## src/hw/rtl/frba_pkg.sv

```systemverilog
// Shared definitions for the frame ring buffer allocator.
// Holds the action and status codes and the default sizing constants.
// No dependencies.
`timescale 1ns / 1ps

package frba_pkg;

  localparam int BUF_BYTES_DEF = 256;
  localparam int NUM_SLOTS_DEF = 8;

  typedef enum logic [1:0] {
    ACT_REQUEST = 2'd0,
    ACT_MARK    = 2'd1,
    ACT_PEEK    = 2'd2,
    ACT_RELEASE = 2'd3
  } action_t;

  typedef enum logic [1:0] {
    ST_OK        = 2'd0,
    ST_NO_SLOT   = 2'd1,
    ST_NO_SPACE  = 2'd2,
    ST_NOT_READY = 2'd3
  } status_t;

endpackage

```

## src/hw/rtl/frba_start_mem.sv

```systemverilog
// Start offset store for the descriptor slots, one write port and one
// registered read port with write-through. Uses frba_pkg for defaults.
`timescale 1ns / 1ps

module frba_start_mem #(
  parameter int DEPTH = frba_pkg::NUM_SLOTS_DEF,
  parameter int WIDTH = $clog2(frba_pkg::BUF_BYTES_DEF + 1),
  localparam int AW = $clog2(DEPTH)
) (
  input  logic             clk,
  input  logic             we,
  input  logic [AW-1:0]    waddr,
  input  logic [WIDTH-1:0] wdata,
  input  logic [AW-1:0]    raddr,
  output logic [WIDTH-1:0] rdata
);

  logic [WIDTH-1:0] mem [DEPTH];

  always_ff @(posedge clk) begin
    if (we) begin
      mem[waddr] <= wdata;
    end
  end

  // A write to the address being read is passed through to the registered read data, so the read returns the new value.
  always_ff @(posedge clk) begin
    if (we && (waddr == raddr)) begin
      rdata <= wdata;
    end else begin
      rdata <= mem[raddr];
    end
  end

endmodule

```

## src/hw/rtl/frame_ring_buffer_allocator.sv

```systemverilog
// Frame ring buffer allocator: descriptor ring and space manager for a byte buffer.
// Depends on frba_pkg and frba_start_mem.
`timescale 1ns / 1ps

// The block hands out space in a byte buffer of BUF_BYTES bytes, one frame
// per descriptor slot, with NUM_SLOTS slots used as a ring. Each input
// transfer carries an action: request space for a frame of alloc_size bytes,
// mark target_slot finished, peek at the oldest finished frame, or release it.
// Every input transfer produces exactly one output transfer carrying status,
// slot_out and offset_out.
// Both channels use valid and ready. An accepted item is decided in the cycle
// of its transfer and its result appears in the output register on the next
// cycle. One item can be taken every cycle while the receiver takes each result.
// That rate is set by the single update of the descriptor state per cycle:
// all actions touch only directly indexed registers.
// The start offset of the oldest slot is held in a register; the start of the
// slot after it is prefetched from the start store each cycle, so a release
// can move on to the next frame without a second read in the same cycle.
// When the receiver stalls the result stays in the output register and
// in_ready drops, so no further input is taken until the result is taken.
// Synchronous reset clears all slot marks, the write offset and both ring
// indexes, and empties the output register. Start offsets are not cleared;
// they are only read for slots marked valid.

module frame_ring_buffer_allocator #(
  parameter int BUF_BYTES = frba_pkg::BUF_BYTES_DEF,
  parameter int NUM_SLOTS = frba_pkg::NUM_SLOTS_DEF
) (
  input  logic       clk,
  input  logic       rst,
  input  logic       in_valid,
  output logic       in_ready,
  input  logic [1:0] action,
  input  logic [8:0] alloc_size,
  input  logic [2:0] target_slot,
  output logic       out_valid,
  input  logic       out_ready,
  output logic [1:0] status,
  output logic [2:0] slot_out,
  output logic [7:0] offset_out
);

  // Offsets must be able to hold BUF_BYTES itself (a zero-size frame at the end).
  localparam int OW = $clog2(BUF_BYTES + 1);
  localparam int IW = $clog2(NUM_SLOTS);
  localparam int SW = ((OW > 9) ? OW : 9) + 1;
  localparam logic [IW-1:0] LAST_SLOT = IW'(NUM_SLOTS - 1);

  // Descriptor state.
  logic [NUM_SLOTS-1:0] slot_valid;
  logic [NUM_SLOTS-1:0] slot_done;
  logic [OW-1:0]        write_offset;
  logic [IW-1:0]        alloc_index;
  logic [IW-1:0]        oldest_index;
  logic [OW-1:0]        oldest_start;
  logic [OW-1:0]        ahead_start;

  // Next values.
  logic [NUM_SLOTS-1:0] slot_valid_next;
  logic [NUM_SLOTS-1:0] slot_done_next;
  logic [OW-1:0]        write_offset_next;
  logic [IW-1:0]        alloc_index_next;
  logic [IW-1:0]        oldest_index_next;
  logic [OW-1:0]        oldest_start_next;
  logic [IW-1:0]        ahead_addr;

  // Result being formed for the accepted item.
  frba_pkg::status_t    res_status;
  logic [2:0]           res_slot;
  logic [7:0]           res_offset;

  // Request placement terms.
  logic                 accept;
  logic                 old_valid;
  logic                 wrapped;
  logic [SW-1:0]        end_contig;
  logic                 fit_contig;
  logic                 fit_zero;
  logic                 too_big;
  logic [OW-1:0]        req_start;
  logic                 start_we;
  logic [IW-1:0]        tgt_idx;
  logic                 tgt_in_range;
  logic                 oldest_ready;

  assign in_ready = !out_valid || out_ready;
  assign accept   = in_valid && in_ready;

  assign old_valid  = slot_valid[oldest_index];
  assign wrapped    = old_valid && (oldest_start > write_offset);
  assign end_contig = SW'(write_offset) + SW'(alloc_size);
  assign too_big    = SW'(alloc_size) > SW'(BUF_BYTES);
  assign fit_contig = (end_contig <= SW'(BUF_BYTES)) &&
                      (!wrapped || (end_contig < SW'(oldest_start)));
  assign fit_zero   = !old_valid || (SW'(alloc_size) < SW'(oldest_start));
  assign req_start  = fit_contig ? write_offset : '0;

  assign tgt_in_range = int'(target_slot) < NUM_SLOTS;
  assign tgt_idx      = IW'(target_slot);
  assign oldest_ready = slot_valid[oldest_index] && slot_done[oldest_index];

  // Action decode: result fields and next descriptor state.
  always_comb begin
    slot_valid_next   = slot_valid;
    slot_done_next    = slot_done;
    write_offset_next = write_offset;
    alloc_index_next  = alloc_index;
    oldest_index_next = oldest_index;
    oldest_start_next = oldest_start;
    start_we          = 1'b0;
    res_status        = frba_pkg::ST_OK;
    res_slot          = 3'(alloc_index);
    res_offset        = '0;
    if (accept) begin
      unique case (frba_pkg::action_t'(action))
        frba_pkg::ACT_REQUEST: begin
          res_slot = 3'(alloc_index);
          if (slot_valid[alloc_index]) begin
            res_status = frba_pkg::ST_NO_SLOT;
          end else if (too_big || (!fit_contig && !fit_zero)) begin
            res_status = frba_pkg::ST_NO_SPACE;
          end else begin
            res_offset                    = 8'(req_start);
            slot_valid_next[alloc_index]  = 1'b1;
            slot_done_next[alloc_index]   = 1'b0;
            start_we                      = 1'b1;
            write_offset_next             = OW'(SW'(req_start) + SW'(alloc_size));
            alloc_index_next = (alloc_index == LAST_SLOT) ? '0 : alloc_index + IW'(1);
            // The oldest slot can only be written while it is empty.
            if (alloc_index == oldest_index) begin
              oldest_start_next = req_start;
            end
          end
        end
        frba_pkg::ACT_MARK: begin
          res_slot = target_slot;
          if (tgt_in_range && slot_valid[tgt_idx]) begin
            slot_done_next[tgt_idx] = 1'b1;
          end
        end
        frba_pkg::ACT_PEEK,
        frba_pkg::ACT_RELEASE: begin
          res_slot = 3'(oldest_index);
          if (!oldest_ready) begin
            res_status = frba_pkg::ST_NOT_READY;
          end else begin
            res_offset = 8'(oldest_start);
            if (frba_pkg::action_t'(action) == frba_pkg::ACT_RELEASE) begin
              slot_valid_next[oldest_index] = 1'b0;
              slot_done_next[oldest_index]  = 1'b0;
              oldest_index_next = (oldest_index == LAST_SLOT) ? '0 :
                                  oldest_index + IW'(1);
              oldest_start_next = ahead_start;
            end
          end
        end
        default: begin
          res_status = frba_pkg::ST_OK;
        end
      endcase
    end
  end

  // Prefetch address: the slot after the oldest one as it will be next cycle.
  assign ahead_addr = (oldest_index_next == LAST_SLOT) ? '0 : oldest_index_next + IW'(1);

  frba_start_mem #(
    .DEPTH (NUM_SLOTS),
    .WIDTH (OW)
  ) u_start_mem (
    .clk   (clk),
    .we    (start_we),
    .waddr (alloc_index),
    .wdata (req_start),
    .raddr (ahead_addr),
    .rdata (ahead_start)
  );

  always_ff @(posedge clk) begin
    if (rst) begin
      slot_valid   <= '0;
      slot_done    <= '0;
      write_offset <= '0;
      alloc_index  <= '0;
      oldest_index <= '0;
    end else begin
      slot_valid   <= slot_valid_next;
      slot_done    <= slot_done_next;
      write_offset <= write_offset_next;
      alloc_index  <= alloc_index_next;
      oldest_index <= oldest_index_next;
    end
  end

  // Only meaningful while the oldest slot is valid, so it needs no reset.
  always_ff @(posedge clk) begin
    oldest_start <= oldest_start_next;
  end

  // Output register.
  always_ff @(posedge clk) begin
    if (rst) begin
      out_valid <= 1'b0;
    end else if (accept) begin
      out_valid <= 1'b1;
    end else if (out_ready) begin
      out_valid <= 1'b0;
    end
  end

  always_ff @(posedge clk) begin
    if (accept) begin
      status     <= res_status;
      slot_out   <= res_slot;
      offset_out <= res_offset;
    end
  end

`ifndef ASSERT_OFF
  // A finished mark never stands on a slot that is not in use.
  a_done_implies_valid: assert property (@(posedge clk) disable iff (rst)
    (slot_done & ~slot_valid) == '0)
    else $error("finished mark set on an unused slot");

  // The write offset never runs past the end of the buffer.
  a_offset_in_range: assert property (@(posedge clk) disable iff (rst)
    write_offset <= OW'(BUF_BYTES))
    else $error("write offset beyond buffer end");

  // Every accepted item leaves a result in the output register.
  a_result_follows: assert property (@(posedge clk) disable iff (rst)
    accept |=> out_valid)
    else $error("accepted item produced no result");

  // A successful release frees the slot it reported.
  a_release_frees: assert property (@(posedge clk) disable iff (rst)
    (accept && (action == frba_pkg::ACT_RELEASE) && oldest_ready)
    |=> !slot_valid[$past(oldest_index)] && (status == frba_pkg::ST_OK))
    else $error("release did not free the oldest slot");
`endif

endmodule
```

## config.mk

```make
export PLATFORM = sky130hd
export DESIGN_NAME = frame_ring_buffer_allocator
export DESIGN_NICKNAME = d
export VERILOG_FILES = /design/src/hw/rtl/frba_pkg.sv /design/src/hw/rtl/frba_start_mem.sv /design/src/hw/rtl/frame_ring_buffer_allocator.sv
export SDC_FILE = /design/constraint.sdc
export NUM_CORES = 1
export LEC_CHECK = 0
export ABC_AREA = 1
export BUFFER_PORTS_ARGS = -buffer_cell sky130_fd_sc_hd__buf_2
export CAP_MARGIN = 40
export CELL_PAD_IN_SITES_DETAIL_PLACEMENT = 1
export CELL_PAD_IN_SITES_GLOBAL_PLACEMENT = 1
export CORE_MARGIN = 5
export CORE_UTILIZATION = 42
export DETAILED_ROUTE_END_ITERATION = 10
export GPL_ROUTABILITY_DRIVEN = 0
export HOLD_SLACK_MARGIN = 0.03
export PLACE_DENSITY = 0.88
export SLEW_MARGIN = 10
export SYNTH_ARGS = -nofsm -noshare
export SYNTH_HDL_FRONTEND = slang
export SYNTH_HIERARCHICAL = 1
export SYNTH_SLANG_ARGS = --single-unit
```

## constraint.sdc

```tcl
create_clock -name clk -period 4.5 [get_ports clk]
set_input_delay 0.9 -clock clk [delete_from_list [all_inputs] [get_ports clk]]
set_output_delay 0.9 -clock clk [all_outputs]
set_load 0.01 [all_outputs]
```

After elaboration in Yosys (flattened, before gate mapping)
Memory sizes are Yosys's and may differ from the RTL's. A register that Yosys moved wholly into a read port is not among the register bits.
Cells that the tools add are included.

word-level totals
  output and inout bits = 15
  bits in registers = 54
  word-level logic and storage cells = 130
  memories kept = 1
  memory bits (writable) = 72

memories
  name             depth  bits a word  read ports  clocked after memory_dff  write ports  line                  text
  u_start_mem.mem  8      9            1           1                         1            frba_start_mem.sv:18  logic [WIDTH-1:0] mem [DEPTH];

cells by class
  bitwise gates (word level) = 9
  equality and inequality tests = 13
  reductions and logical operators = 25
  $lt $le $gt $ge = 11
  $add $sub $neg = 5
  mux-type cells = 56

operators by type and width
  operator                                                                              count
  8-bit two-way mux                                                                     12
  9-bit two-way mux                                                                     6
  8-bit case mux with 2 select lines                                                    2
  8-bit bitwise AND                                                                     3
  8-bit case mux with 3 select lines                                                    1
  3-bit two-way mux                                                                     7
  9-bit case mux with 2 select lines                                                    1
  8-bit NOT                                                                             2
  8-bit bitwise OR                                                                      2
  1-bit two-way mux                                                                     15
  1-bit binary-select mux with 3-bit select                                             4
  3-bit by 4-bit < comparator with 1-bit output (second input constant)                 3
  2-bit != test (second input constant)                                                 6
  6-bit AND reduction                                                                   2
  9-bit by 9-bit adder with 10-bit output                                               1
  10-bit by 9-bit <= comparator with 1-bit output (second input constant)               1
  10-bit by 9-bit < comparator with 1-bit output                                        1
  3-bit by 1-bit adder with 3-bit output (second input constant)                        3
  9-bit adder                                                                           1
  1-bit demux with 3-bit select                                                         3
  3-bit == test (second input constant)                                                 3
  3-bit by 1-bit greater-or-equal comparator with 1-bit output (second input constant)  3
  9-bit > comparator                                                                    1
  9-bit > comparator (second input constant)                                            1
  other kinds (16)                                                                      35

Longest topological paths before layout
  word-level depth = 15
  mapped depth = 32

Modules after synthesis
Netlist, hierarchy kept.

modules (own cells, without submodules)
  module                       seq. area each (um2)  area each (um2)  instances  cells an instance
  frame_ring_buffer_allocator  1301.2                4739.5           1          700
  frba_start_mem               2222.1                3288.2           1          331

Least setup slack after synthesis
OpenSTA, ideal clock, no wires.

  path type = input -> register
  start point = in alloc_size[0]
  end point = reg write_offset[8]
  arrival = 4698 ps
  cell stages on the path = 31
  setup time = 114 ps
  required time = 4386 ps
  setup slack = -312 ps
  cells stage by stage = ha_1 > inv_1 > fa_1 > inv_1 > nand3_1 > nand2_1 > nand2_1 > nand2_1 > inv_1 > ha_1 > nand2_1 > a21oi_1 > nor2_1 > nand2_1 > nand2_1 > nand2_1 > nand2_1 > nand2_1 > nand2_1 > nand3_4 > nor2_1 > ha_1 > inv_1 > fa_1 > o21ai_0 > nand4_1 > o211ai_1 > xor2_1 > nand2_1 > a21oi_1 > nor2_1

between the ends
  elaborated cells between the ends (all ways) = 16

RTL lines
  what                                            line                                text
  start: declaration                              frame_ring_buffer_allocator.sv:34   input logic [8:0] alloc_size,
  9-bit by 9-bit adder with 10-bit output (*)     frame_ring_buffer_allocator.sv:91   assign end_contig = SW'(write_offset) + SW'(alloc_size);
  10-bit by 9-bit < comparator with 1-bit output  frame_ring_buffer_allocator.sv:94   (!wrapped || (end_contig < SW'(oldest_start)));
  1-bit logical OR                                frame_ring_buffer_allocator.sv:94
  1-bit logical AND (*)                           frame_ring_buffer_allocator.sv:93   assign fit_contig = (end_contig <= SW'(BUF_BYTES)) &&
  9-bit two-way mux (*)                           frame_ring_buffer_allocator.sv:96   assign req_start = fit_contig ? write_offset : '0;
  named net req_start[0]                          frame_ring_buffer_allocator.sv:80   logic [OW-1:0] req_start;
  9-bit adder (*)                                 frame_ring_buffer_allocator.sv:127  write_offset_next = OW'(SW'(req_start) + SW'(alloc_size));
  end signal: assignment                          frame_ring_buffer_allocator.sv:189  write_offset <= write_offset_next;
  end: declaration                                frame_ring_buffer_allocator.sv:52   logic [OW-1:0] write_offset;

Mark *: on every way through the listed nets, which the timed path passes. The rest lies on a longest branch.
A chain may end at the register's enable or synchronous reset.

Worst setup path after layout
Ends and elaborated chain as after synthesis.

==> metrics.md <==
| Metric | Value |
|---|---|
| Critical path type | `in2reg` |
| Post-placement cell area | `8680 um^2` |
| MaxCap Viol Count | `0` |
| First-pass GRT wire length | `40.9 mm` |
| Min-delay src | `slot_done[7]` |
| Slew @ Worst Pin | `0.855 ns` |
| Mapped Cells | `1031` |
| Syn-to-layout area delta | `17.8%` |
| I/O Pins | `33` |
| Top cells by area, synth | `edfxtp_1 (35%), nand2_1 (14%), dfxtp_1 (8.7%)` |
| Initial antenna violation count | `0` |
| Max Fclk | `0.223 GHz` |
| Worst endpoint required time | `4.83 ns` |
| CP max stage delay | `0.40 ns` |
| Crit Path Max Fanout | `3` |
| Period utilization | `99.7%` |
| Vias in the first global route | `7732` |
| Min Tclk post-route | `4.49 ns` |
| Slowest CP cell | `fa_2` |
| Crit. End Element | `flip-flop` |
| Register area share after synthesis | `43.9%` |
| Most frequent cell after synthesis | `nand2_1` |
| Synth Area per Inst | `7.79 um^2` |
| Post-detailed-route count of antenna-violating nets | `0` |
| Switching power total | `0.000844 W` |
| Ys Warns | `6` |
| Setup crit start kind | `input port` |
| FF+latch count, synth | `129` |
| Post-Syn Area | `8030 um^2` |
| Dpl ws | `-0.308 ns` |
| Final Hold Viols | `0` |
| Sw frac | `27.0%` |
| Row count | `50` |
| Core region area | `18800 um^2` |
| Main synth FF type | `edfxtp_1` |
| Placed cells | `1318` |
| Worst Reg2Reg Path Length in Cells | `30` |
| R2r setup slk | `0.11 ns` |
| Clock power share | `48.1%` |
| Run status | `completed` |
| P_leak | `4.39 nW` |
| Die area | `22000 um^2` |
| Post-synth EDFFs | `94` |
| Pins Over Slew Limit | `0` |
| Synthesized net count | `1104` |
| Final instance area | `9460 um^2` |
| Fill cells | `2298` |
| Clock Latency Late Sink | `0.44 ns` |
| Hold worst-path end | `slot_done[7]` |
| HP Class | `reg2reg` |
| Reg-to-reg critical path endpoint | `write_offset[8]` |
| CP arrival | `4.81 ns` |
| Height of the die | `148 um` |
| Number of distinct library cells after synthesis | `48` |
| Initial core utilization | `42.8%` |
| Largest net degree at the start of global routing | `37` |
| Hold Path Stages | `2` |
| Area share of the largest cell type after synthesis | `35.2%` |
| Commonest cells in the netlist | `nand2_1 (298), inv_1 (175), edfxtp_1 (94)` |
| Die Width | `148 um` |
| Ant. Diodes | `0` |
| Int Power | `0.00229 W` |
| CTS Buffer Depth | `2` |
| Synth area leader | `edfxtp_1` |
| Sink Count | `129` |
| Skew final | `0.0123 ns` |
| Layout cell share with drive strength beyond 1 | `15.3%` |
| Post-DP HPWL | `17.7 mm` |
| Root Buffer | `clkbuf_16` |
| Initial DRC Count | `737` |
| Total GRT Usage | `23.8%` |
| Inserted Clock Buffers | `17` |
| Sequential share of power | `41.5%` |
| IO Port Bufs | `32` |
| Htree depth | `4` |
| Worst flop-to-flop path startpoint | `write_offset[0]` |
| Max_slew headroom | `42.9%` |
| Clock transition at path regs | `0.07 ns` |
| Via count | `7576` |
| Non-Filler Instances | `1354` |
| Pwr Density | `331 nW/um^2` |
| Drt first pass iters | `5` |
| Average routed wire per standard cell | `20.4 um` |
| CTS tree | `done` |
| Detailed Route WL | `27.6 mm` |
| Peak supply drop | `0.269 mV` |
| Crit-path most repeated cell | `nand2_1` |
| Combinational fraction of design power | `10.4%` |
| Vias per cell | `5.60` |
| Final worst setup slack | `0.0146 ns` |
| Final setup viols | `0` |
| Grt ovf | `0` |
| Fin nets | `1180` |
| Ys async rst share | `0%` |
| DRC | `0` |
==> through the flow <==
stage	hold WS, ns	total power (W)	utilization (%)	setup TNS [ns]
floorplan	0.439	0.00150	-	-0.0183
global placement	0.451	0.00160	46.2	-0.135
detailed placement	0.456	0.00161	46.3	-0.752
CTS	0.466	0.00310	49.6	0
global route	0.495	0.00323	50.4	-0.812
finish	0.465	0.00313	50.4	0
==> layout by cell type (no fill, tap or decap), types with 4 or more instances in the layout <==
cell,n
inv_6,8
ha_4,4
nor2_2,8
buf_2,32
inv_2,6
edfxtp_1,94
ha_1,48
buf_4,51
dfxtp_1,35
o21ai_0,46
clkbuf_16,17
inv_1,174
nand3_1,75
nand2_2,10
nand2_1,290
xnor2_1,4
nor3_1,4
o211ai_1,8
o22ai_1,6
xor2_1,5
a21oi_1,61
nor2_1,72
nand4_1,4
nand2_4,4
==> flip-flops by register name, indices dropped and copies added, names as in the netlist, named ones only <==
name,cells
write_offset,9
slot_done,8
oldest_index,3
alloc_index,3
slot_out,3
u_start_mem/mem,72
oldest_start,9
status,2
offset_out,8
out_valid,1
slot_valid,8
==> layer usage <==
layer / global-route usage, % / routed length (um) / up-vias
met5: 0 / 0 / -
met4: 10.7 / 1250 / 0
met3: 3.60 / 1510 / 100
met2: 42.4 / 13900 / 283
met1: 28.3 / 10900 / 3702
li1: - / - / 3491
==> worst max path at each step <==
stage | startpoint | endpoint | slack (ns) | cells past startpoint
floorplan | alloc_size[0] | write_offset[8] | -0.02 | 31
global placement | alloc_size[0] | write_offset[8] | -0.11 | 32
detailed placement | alloc_size[0] | write_offset[8] | -0.31 | 32
CTS | alloc_size[0] | write_offset[7] | 0.1 | 34
global route | alloc_size[0] | write_offset[8] | -0.34 | 32
finish | alloc_size[0] | write_offset[8] | 0.01 | 31
==> cell type report <==
type,instances,area (um^2),share of cell area (%)
clock buffer,17,425,4.50
clock inverter,15,195,2.06
inverter,183,692,7.31
multi-input combinational,691,3760,39.8
sequential,129,3520,37.2
tap,234,293,3.10
timing repair buffer,85,569,6.02
==> repair_timing <==
item,CTS,global route
buffers inserted,0,4
setup endpoints to repair,0,4
hold buffers,0,0
gates resized for setup,0,30
==> power by group through the flow <==
stage / Clock, W / Combinational (W) / Sequential, W
finish: 0.00151 / 0.000327 / 0.00130
global route: 0.00158 / 0.000357 / 0.00130
CTS: 0.00150 / 0.000297 / 0.00130
detailed placement: 0 / 0.000290 / 0.00132
global placement: 0 / 0.000276 / 0.00132
floorplan: 0 / 0.000177 / 0.00132
==> critical path: cells and delay by family <==
family                     cells  cell delay, ns
and+or+nand+nor               16            1.44
adders and majority gates      5            1.24
AOI/OAI and AO/OA              4            0.62
xor gates and xnor gates       1            0.24
buffers and inverters          5            0.35
==> cell families after synthesis <==
family,count (synthesis),share of synthesized area [%]
adder cells (fa/ha/maj),55,8.76
buffers and inverters,211,11.0
XOR/XNOR,9,0.982
AO/OA/AOI/OAI,145,9.94
flip-flops,129,43.9
AND/OR/NAND/NOR,482,25.5
(Power assumes the default switching activity.)
